**src/hw/rtl/scope_edge_trigger_capture_macros.svh**
```systemverilog
// Assertion macros for the scope edge trigger capture block.
`ifndef SCOPE_EDGE_TRIGGER_CAPTURE_MACROS_SVH
`define SCOPE_EDGE_TRIGGER_CAPTURE_MACROS_SVH

// Same-cycle implication, held off during reset.
`define SEC_ASSERT_NOW(label, clock, reset, cond, expr) \
  label: assert property (@(posedge clock) disable iff (reset) (cond) |-> (expr)) \
    else $error("sec: same-cycle check failed");

// Next-cycle implication, held off during reset.
`define SEC_ASSERT_NEXT(label, clock, reset, cond, expr) \
  label: assert property (@(posedge clock) disable iff (reset) (cond) |=> (expr)) \
    else $error("sec: next-cycle check failed");

`endif

```
**src/hw/rtl/sec_pkg.sv**
```systemverilog
// Shared widths, register indexes and reset values for the scope edge trigger capture.
`timescale 1ns / 1ps

package sec_pkg;

  localparam int SAMPLE_W = 12;
  localparam int INDEX_W  = 9;
  localparam int Y_W      = 8;
  localparam int ZOOM_W   = 4;
  localparam int CFG_IDX_W = 1;

  // log2 of the ADC span (4096 codes)
  localparam int SPAN_SHIFT = 12;

  localparam logic [SAMPLE_W-1:0] THRESHOLD_RESET = 12'd2048;
  localparam logic [ZOOM_W-1:0]   ZOOM_MIN        = 4'd1;

  typedef enum logic [CFG_IDX_W-1:0] {
    REG_TRIGGER_ON_RISING = 1'b0,
    REG_JUMP_LIMIT        = 1'b1
  } cfg_reg_t;

endpackage

```
**src/hw/rtl/scope_edge_trigger_capture.sv**
```systemverilog
// Top level of the scope edge trigger capture: edge detect, frame capture and zoom control.
`timescale 1ns / 1ps
//
//  channel  | handshake              | payload
//  ---------+------------------------+-----------------------------------------------
//  in       | in_valid / in_ready    | sample, zoom_out_press, zoom_in_press
//  out      | out_valid / out_ready  | point_valid, point_index, point_y, frame_done,
//           |                        | rising_seen, falling_seen, zoom_level, rate_changed
//  config   | wr_en (no wait)        | wr_index, wr_data
//
//  One item per cycle sustained while out is not stalled; an item passes the input register,
//  then the single edge-compare / row-scale / capture-count pass, into the result register.
//  Reset (rst, synchronous): idle awaiting trigger, previous sample zero, zoom 1,
//  falling-edge trigger, threshold 2048.
//  A stall on out holds the result register; the input register still takes one
//  item, after which in_ready drops until the result moves on.

`include "scope_edge_trigger_capture_macros.svh"

module scope_edge_trigger_capture #(
  parameter int FRAME_POINTS = 320,
  parameter int SCREEN_ROWS  = 240,
  parameter int MAX_ZOOM     = 8
) (
  input  logic                                 clk,
  input  logic                                 rst,
  // input channel
  input  logic                                 in_valid,
  output logic                                 in_ready,
  input  logic [sec_pkg::SAMPLE_W-1:0]         sample,
  input  logic                                 zoom_out_press,
  input  logic                                 zoom_in_press,
  // output channel
  output logic                                 out_valid,
  input  logic                                 out_ready,
  output logic                                 point_valid,
  output logic [sec_pkg::INDEX_W-1:0]          point_index,
  output logic [sec_pkg::Y_W-1:0]              point_y,
  output logic                                 frame_done,
  output logic                                 rising_seen,
  output logic                                 falling_seen,
  output logic [sec_pkg::ZOOM_W-1:0]           zoom_level,
  output logic                                 rate_changed,
  // configuration writes
  input  logic                                 wr_en,
  input  logic [sec_pkg::CFG_IDX_W-1:0]        wr_index,
  input  logic [sec_pkg::SAMPLE_W-1:0]         wr_data
);

  // Position counter must hold FRAME_POINTS itself (the frame-end marker).
  localparam int POS_W  = $clog2(FRAME_POINTS + 1);
  localparam int ROW_W  = $clog2(SCREEN_ROWS + 1);
  localparam int PROD_W = sec_pkg::SAMPLE_W + ROW_W;

  localparam logic [POS_W-1:0]           FRAME_END = POS_W'(FRAME_POINTS);
  localparam logic [ROW_W-1:0]           ROWS_K    = ROW_W'(SCREEN_ROWS);
  localparam logic [sec_pkg::ZOOM_W-1:0] ZOOM_MAX  = sec_pkg::ZOOM_W'(MAX_ZOOM);

  // ---------------------------------------------------------------- config registers
  logic                         trigger_on_rising;
  logic [sec_pkg::SAMPLE_W-1:0] jump_limit;

  always_ff @(posedge clk) begin
    if (rst) begin
      trigger_on_rising <= 1'b0;
      jump_limit        <= sec_pkg::THRESHOLD_RESET;
    end else if (wr_en) begin
      case (wr_index)
        sec_pkg::REG_TRIGGER_ON_RISING: trigger_on_rising <= wr_data[0];
        sec_pkg::REG_JUMP_LIMIT:        jump_limit        <= wr_data;
        default: ;
      endcase
    end
  end

  // ---------------------------------------------------------------- input register
  logic                         s1_valid;
  logic [sec_pkg::SAMPLE_W-1:0] s1_sample;
  logic                         s1_zout;
  logic                         s1_zin;
  logic                         advance;

  // Move the held item into the result register whenever that register is free
  // or being emptied this cycle.
  assign advance  = s1_valid && (!out_valid || out_ready);
  assign in_ready = !s1_valid || advance;

  always_ff @(posedge clk) begin
    if (rst) begin
      s1_valid <= 1'b0;
    end else if (in_ready) begin
      s1_valid <= in_valid;
    end
  end

  always_ff @(posedge clk) begin
    if (in_valid && in_ready) begin
      s1_sample <= sample;
      s1_zout   <= zoom_out_press;
      s1_zin    <= zoom_in_press;
    end
  end

  // ---------------------------------------------------------------- processing state
  logic [sec_pkg::SAMPLE_W-1:0] previous_sample;
  logic [POS_W-1:0]             write_position;
  logic [sec_pkg::ZOOM_W-1:0]   zoom_state;

  logic [sec_pkg::SAMPLE_W-1:0] previous_sample_next;
  logic [POS_W-1:0]             write_position_next;
  logic [sec_pkg::ZOOM_W-1:0]   zoom_state_next;

  // ---------------------------------------------------------------- edge detect
  // Sums carry one extra bit so threshold plus sample never wraps.
  logic [sec_pkg::SAMPLE_W:0] prev_plus_thr;
  logic [sec_pkg::SAMPLE_W:0] cur_plus_thr;
  logic                       rise;
  logic                       fall;

  assign prev_plus_thr = {1'b0, previous_sample} + {1'b0, jump_limit};
  assign cur_plus_thr  = {1'b0, s1_sample} + {1'b0, jump_limit};
  assign rise = {1'b0, s1_sample} > prev_plus_thr;
  // Falling only counts when the sample is not already a rising edge.
  assign fall = !rise && (cur_plus_thr < {1'b0, previous_sample});

  // ---------------------------------------------------------------- screen row
  // row = ROWS - sample*ROWS/4096; the divide is a right shift by the span bits.
  logic [PROD_W-1:0] row_prod;
  logic [ROW_W-1:0]  row_scaled;
  logic [ROW_W-1:0]  row;

  assign row_prod   = PROD_W'(s1_sample) * PROD_W'(ROWS_K);
  assign row_scaled = row_prod[PROD_W-1:sec_pkg::SPAN_SHIFT];
  assign row        = ROWS_K - row_scaled;

  // ---------------------------------------------------------------- zoom
  // Apply zoom out first, then zoom in, each saturating.
  logic [sec_pkg::ZOOM_W-1:0] zoom_after_out;

  always_comb begin
    zoom_after_out = zoom_state;
    if (s1_zout && (zoom_state < ZOOM_MAX)) begin
      zoom_after_out = zoom_state + sec_pkg::ZOOM_W'(1);
    end
    zoom_state_next = zoom_after_out;
    if (s1_zin && (zoom_after_out > sec_pkg::ZOOM_MIN)) begin
      zoom_state_next = zoom_after_out - sec_pkg::ZOOM_W'(1);
    end
  end

  // ---------------------------------------------------------------- capture control
  logic             trig_hit;
  logic             rec_valid;
  logic             rec_done;
  logic [POS_W-1:0] rec_index;

  assign trig_hit             = trigger_on_rising ? rise : fall;
  assign previous_sample_next = s1_sample;

  always_comb begin
    rec_valid           = 1'b0;
    rec_done            = 1'b0;
    rec_index           = '0;
    write_position_next = write_position;
    if (write_position == '0) begin
      // Idle: a matching edge records point zero and opens the frame.
      if (trig_hit) begin
        rec_valid           = 1'b1;
        write_position_next = POS_W'(1);
      end
    end else if (write_position >= FRAME_END) begin
      // Frame full: drop this sample and go back to waiting for a trigger.
      rec_done            = 1'b1;
      write_position_next = '0;
    end else begin
      rec_valid           = 1'b1;
      rec_index           = write_position;
      write_position_next = write_position + POS_W'(1);
    end
  end

  always_ff @(posedge clk) begin
    if (rst) begin
      previous_sample <= '0;
      write_position  <= '0;
      zoom_state      <= sec_pkg::ZOOM_MIN;
    end else if (advance) begin
      previous_sample <= previous_sample_next;
      write_position  <= write_position_next;
      zoom_state      <= zoom_state_next;
    end
  end

  // ---------------------------------------------------------------- result register
  always_ff @(posedge clk) begin
    if (rst) begin
      out_valid <= 1'b0;
    end else if (advance) begin
      out_valid <= 1'b1;
    end else if (out_ready) begin
      out_valid <= 1'b0;
    end
  end

  always_ff @(posedge clk) begin
    if (advance) begin
      point_valid  <= rec_valid;
      point_index  <= sec_pkg::INDEX_W'(rec_index);
      point_y      <= rec_valid ? sec_pkg::Y_W'(row) : '0;
      frame_done   <= rec_done;
      rising_seen  <= rise;
      falling_seen <= fall;
      zoom_level   <= zoom_state_next;
      rate_changed <= s1_zout || s1_zin;
    end
  end

  // ---------------------------------------------------------------- assertions
  `SEC_ASSERT_NOW(a_point_xor_done, clk, rst, out_valid, !(point_valid && frame_done))
  `SEC_ASSERT_NOW(a_one_edge_kind, clk, rst, out_valid, !(rising_seen && falling_seen))
  `SEC_ASSERT_NOW(a_pos_in_frame, clk, rst, 1'b1, write_position <= FRAME_END)
  `SEC_ASSERT_NOW(a_zoom_in_range, clk, rst, 1'b1,
                  zoom_state >= sec_pkg::ZOOM_MIN && zoom_state <= ZOOM_MAX)
  `SEC_ASSERT_NEXT(a_stall_holds_pos, clk, rst, out_valid && !out_ready, $stable(write_position))

endmodule
```
**config.mk**
```make
export PLATFORM = sky130hd
export DESIGN_NAME = scope_edge_trigger_capture
export DESIGN_NICKNAME = d
export VERILOG_FILES = /design/src/hw/rtl/sec_pkg.sv /design/src/hw/rtl/scope_edge_trigger_capture.sv
export VERILOG_INCLUDE_DIRS = /design/src /design/src/hw/rtl
export SDC_FILE = /design/constraint.sdc
export NUM_CORES = 1
export LEC_CHECK = 0
export BUFFER_PORTS_ARGS = -buffer_cell sky130_fd_sc_hd__buf_2
export CAP_MARGIN = 10
export CORE_ASPECT_RATIO = 1.25
export CORE_MARGIN = 10
export CORE_UTILIZATION = 54
export DETAILED_ROUTE_END_ITERATION = 10
export PLACE_DENSITY = 0.71
export SLEW_MARGIN = 20
export SYNTH_ARGS = -nofsm -noshare
export SYNTH_HDL_FRONTEND = slang
export SYNTH_SLANG_ARGS = --single-unit
```
**constraint.sdc**
```tcl
create_clock -name clk -period 5.64 [get_ports clk]
set_input_delay 0.282 -clock clk [delete_from_list [all_inputs] [get_ports clk]]
set_output_delay 0.282 -clock clk [all_outputs]
set_load 0.05 [all_outputs]
```
==> metrics.yaml <==
run_status:
  status: "finished, final reports clean"
clock_tree:
  cts_setup_buffers: 0
  clkLatencyLatePin_ns: 0.34
  post_cts_resized: 0
  cts.sinks: 80
  cts_tree: "done"
  postCtsHoldBufs: 0
  ctsRootBufferMaster: "clkbuf_16"
  cts_buffers: 9
  path_clk_slew_ns: 0.06
  cts_max_level: 3
  clock_path_buffers: 2
synthesis:
  synth_nets: 784
  synth_cells: 658
  synth_ff_type: "edfxtp_1"
  ys_types: 67
  synth_top_area_frac: 0.2005
  netlist_top_cells_count: "81 x nand2_1, 72 x ha_1, 69 x a21oi_1"
  yosysTopAreaCell: "edfxtp_1"
  synth_area_mm2: 0.005992
  yosysWarnings: 0
  syn_avg_cell_area_um2: 9.106
  ys_seq_area_frac: 0.3341
  ys_top_cells_by_area: "edfxtp_1 20%, ha_1 15%, dfxtp_1 13%, fa_1 7.4%, a21oi_1 5.8%"
  async_flop_share: 0
  synthMostInstantiatedCell: "nand2_1"
  ys_ff_latch: 80
  synth_edf_count: 40
die:
  die_height_um: 137.8
  die_w_um: 114.2
  initial_core_util: 0.5589
  boundaryPins: 60
  dieArea_mm2: 0.01574
  core_mm2: 0.01072
  rows: 42
sta:
  slew_headroom: 0.4501
  tns_ns: 0
  finalMaxSlewViolations: 0
  post-route-period-util: 0.8483
  fmax_mhz: 209.0
  rsz0062_at_grt: "no"
  finClkSkew_ns: 0.008220
  worstMarginPinSlew_ns: 0.8248
  final-setup-viol-count: 0
  finalCriticalPeriod_ns: 4.785
  setup_slack_ns: 0.8554
  finalHoldViolCount: 0
detailed_routing:
  ant_nets: 0
  wl_um: 13240
  first_pass_iters: 4
  via_count: 4798
  vias_per_cell: 5.658
  first_iter_violations: 188
  post-route-drc-count: 0
  routedWlPerCell_um: 15.61
critical_path:
  critPathMaxFanout: 9
  path_class: "reg2reg"
  cp-startpoint: "jump_limit[1]"
  r2r_slack_ns: 0.86
  worstReg2RegStart: "jump_limit[1]"
  start_kind: "flip-flop"
  cp.required_ns: 5.74
  worstPathArrival_ns: 4.89
  endpoint_kind: "flip-flop"
hold_path:
  hold_start: "sample[0]"
  hp-class: "in2reg"
cells_and_area:
  drive_above_1_share: 0.1327
  postLayoutCellArea_mm2: 0.006694
  antenna_cells: 0
  fin_nets: 837
  finish.utilization: 0.6244
  synthToLayoutAreaGrowth_pct: 11.71
global_route:
  gr-total-overflow: 0
  grt_use_total: 0.1749
  antenna_found_initial: 0
  grt_pass1_vias: 4914
  grt_pass1_wl_um: 22520
  grt_max_degree: 43
place:
  dpl_cell_area_mm2: 0.006391
  gp_congestion: 0.8556
  dp_slack_ns: 0.9097
  numPortBuffers: 59
  hpwl_um: 10300
power:
  peakVddDrop_mv: 0.1831
  leakage_uw: 0.002888
  p_per_area_mw_per_mm2: 302.5
job:
  maxCapViolations: 0
==> critical path: stages (launching register included) <==
cell and delay, ns:
dfxtp_1 0.34, ha_1 0.30, a21o_1 0.17, a21oi_1 0.22, nor2b_1 0.07, o21a_1 0.18
o31a_1 0.26, a41o_1 0.26, o41a_1 0.32, xnor2_1 0.13, ha_1 0.28, and3_1 0.19
nand2_1 0.07, a31oi_1 0.04, a2111oi_0 0.52, o41ai_1 0.17, a31oi_2 0.22, or2_0 0.56
o21ba_1 0.23
==> cell usage in the layout, fill, tap and decap left out, types with 3 or more instances in the layout <==
cell,count
nand2_1,81
buf_2,59
nor2b_1,13
inv_1,65
nand3b_1,3
nor4_1,4
and3_1,4
xor2_1,10
clkbuf_16,9
or4_1,3
a21oi_1,69
dfxtp_1,40
ha_1,72
a31oi_1,7
o31ai_1,4
nor2_1,44
and2_1,8
o21a_1,11
nor3_1,12
nand2b_1,6
a21o_1,8
o21ai_0,20
or2_2,6
a211oi_1,4
nand3_1,12
fa_1,22
o31a_1,4
or3_1,3
nand4_1,6
edfxtp_1,40
xnor2_1,17
==> sequential cells by signal, indices dropped and copies added, names as in the netlist, 4 cells and up <==
signal / flops
jump_limit: 12
point_index: 9
point_y: 8
previous_sample: 12
previous_sample_next: 12
write_position: 9
zoom_level: 4
zoom_state: 4
==> stage by stage <==
stage / hold slack [ns] / std cells / power, µW
after detailed placement: 0.4601 / 832 / 1444
after CTS: 0.1010 / 848 / 2038
after floorplan: 0.3809 / 658 / 1293
final: 0.1113 / 848 / 2025
after global placement: 0.4579 / 832 / 1415
after global routing: 0.09799 / 848 / 2166
==> metal layers <==
metal / global-route usage / routed length, µm
met1: 0.2031 / 5715
met2: 0.3083 / 6835
met3: 0.03177 / 446
met4: 0.07322 / 240
met5: 0 / 0
==> logic make-up after synthesis <==
group | share of synthesized area
buf+inv | 0.05345
mux | 0.008979
fa+ha+maj | 0.2238
simple gates | 0.1748
compound gates | 0.1654
flops | 0.3341
xor+xnor | 0.03946
==> path summary, 6_finish.rpt <==
| check | endpoint | depth (start not counted) |
|---|---|---|
| worst min-delay path | previous_sample_next[0] | 1 |
| worst max-delay path | point_y[7] | 18 |
| worst min register to register | previous_sample[0] | 2 |
| worst max register to register | point_y[7] | 18 |
==> where the power goes <==
group          internal, µW  switching, µW
Clock                   347            248
Combinational           300            451
Sequential              653           27.4
==> layout make-up <==
type,count,area [µm²]
clock buffers,9,225.2
clock inverters,7,77.57
fillers,882,4026
inverters,65,244.0
multi-input cells,494,3670
flip-flops and latches,80,2002
well taps,132,165.2
repair buffers,61,310.3
No activity file was read; power rests on OpenSTA's default activity.
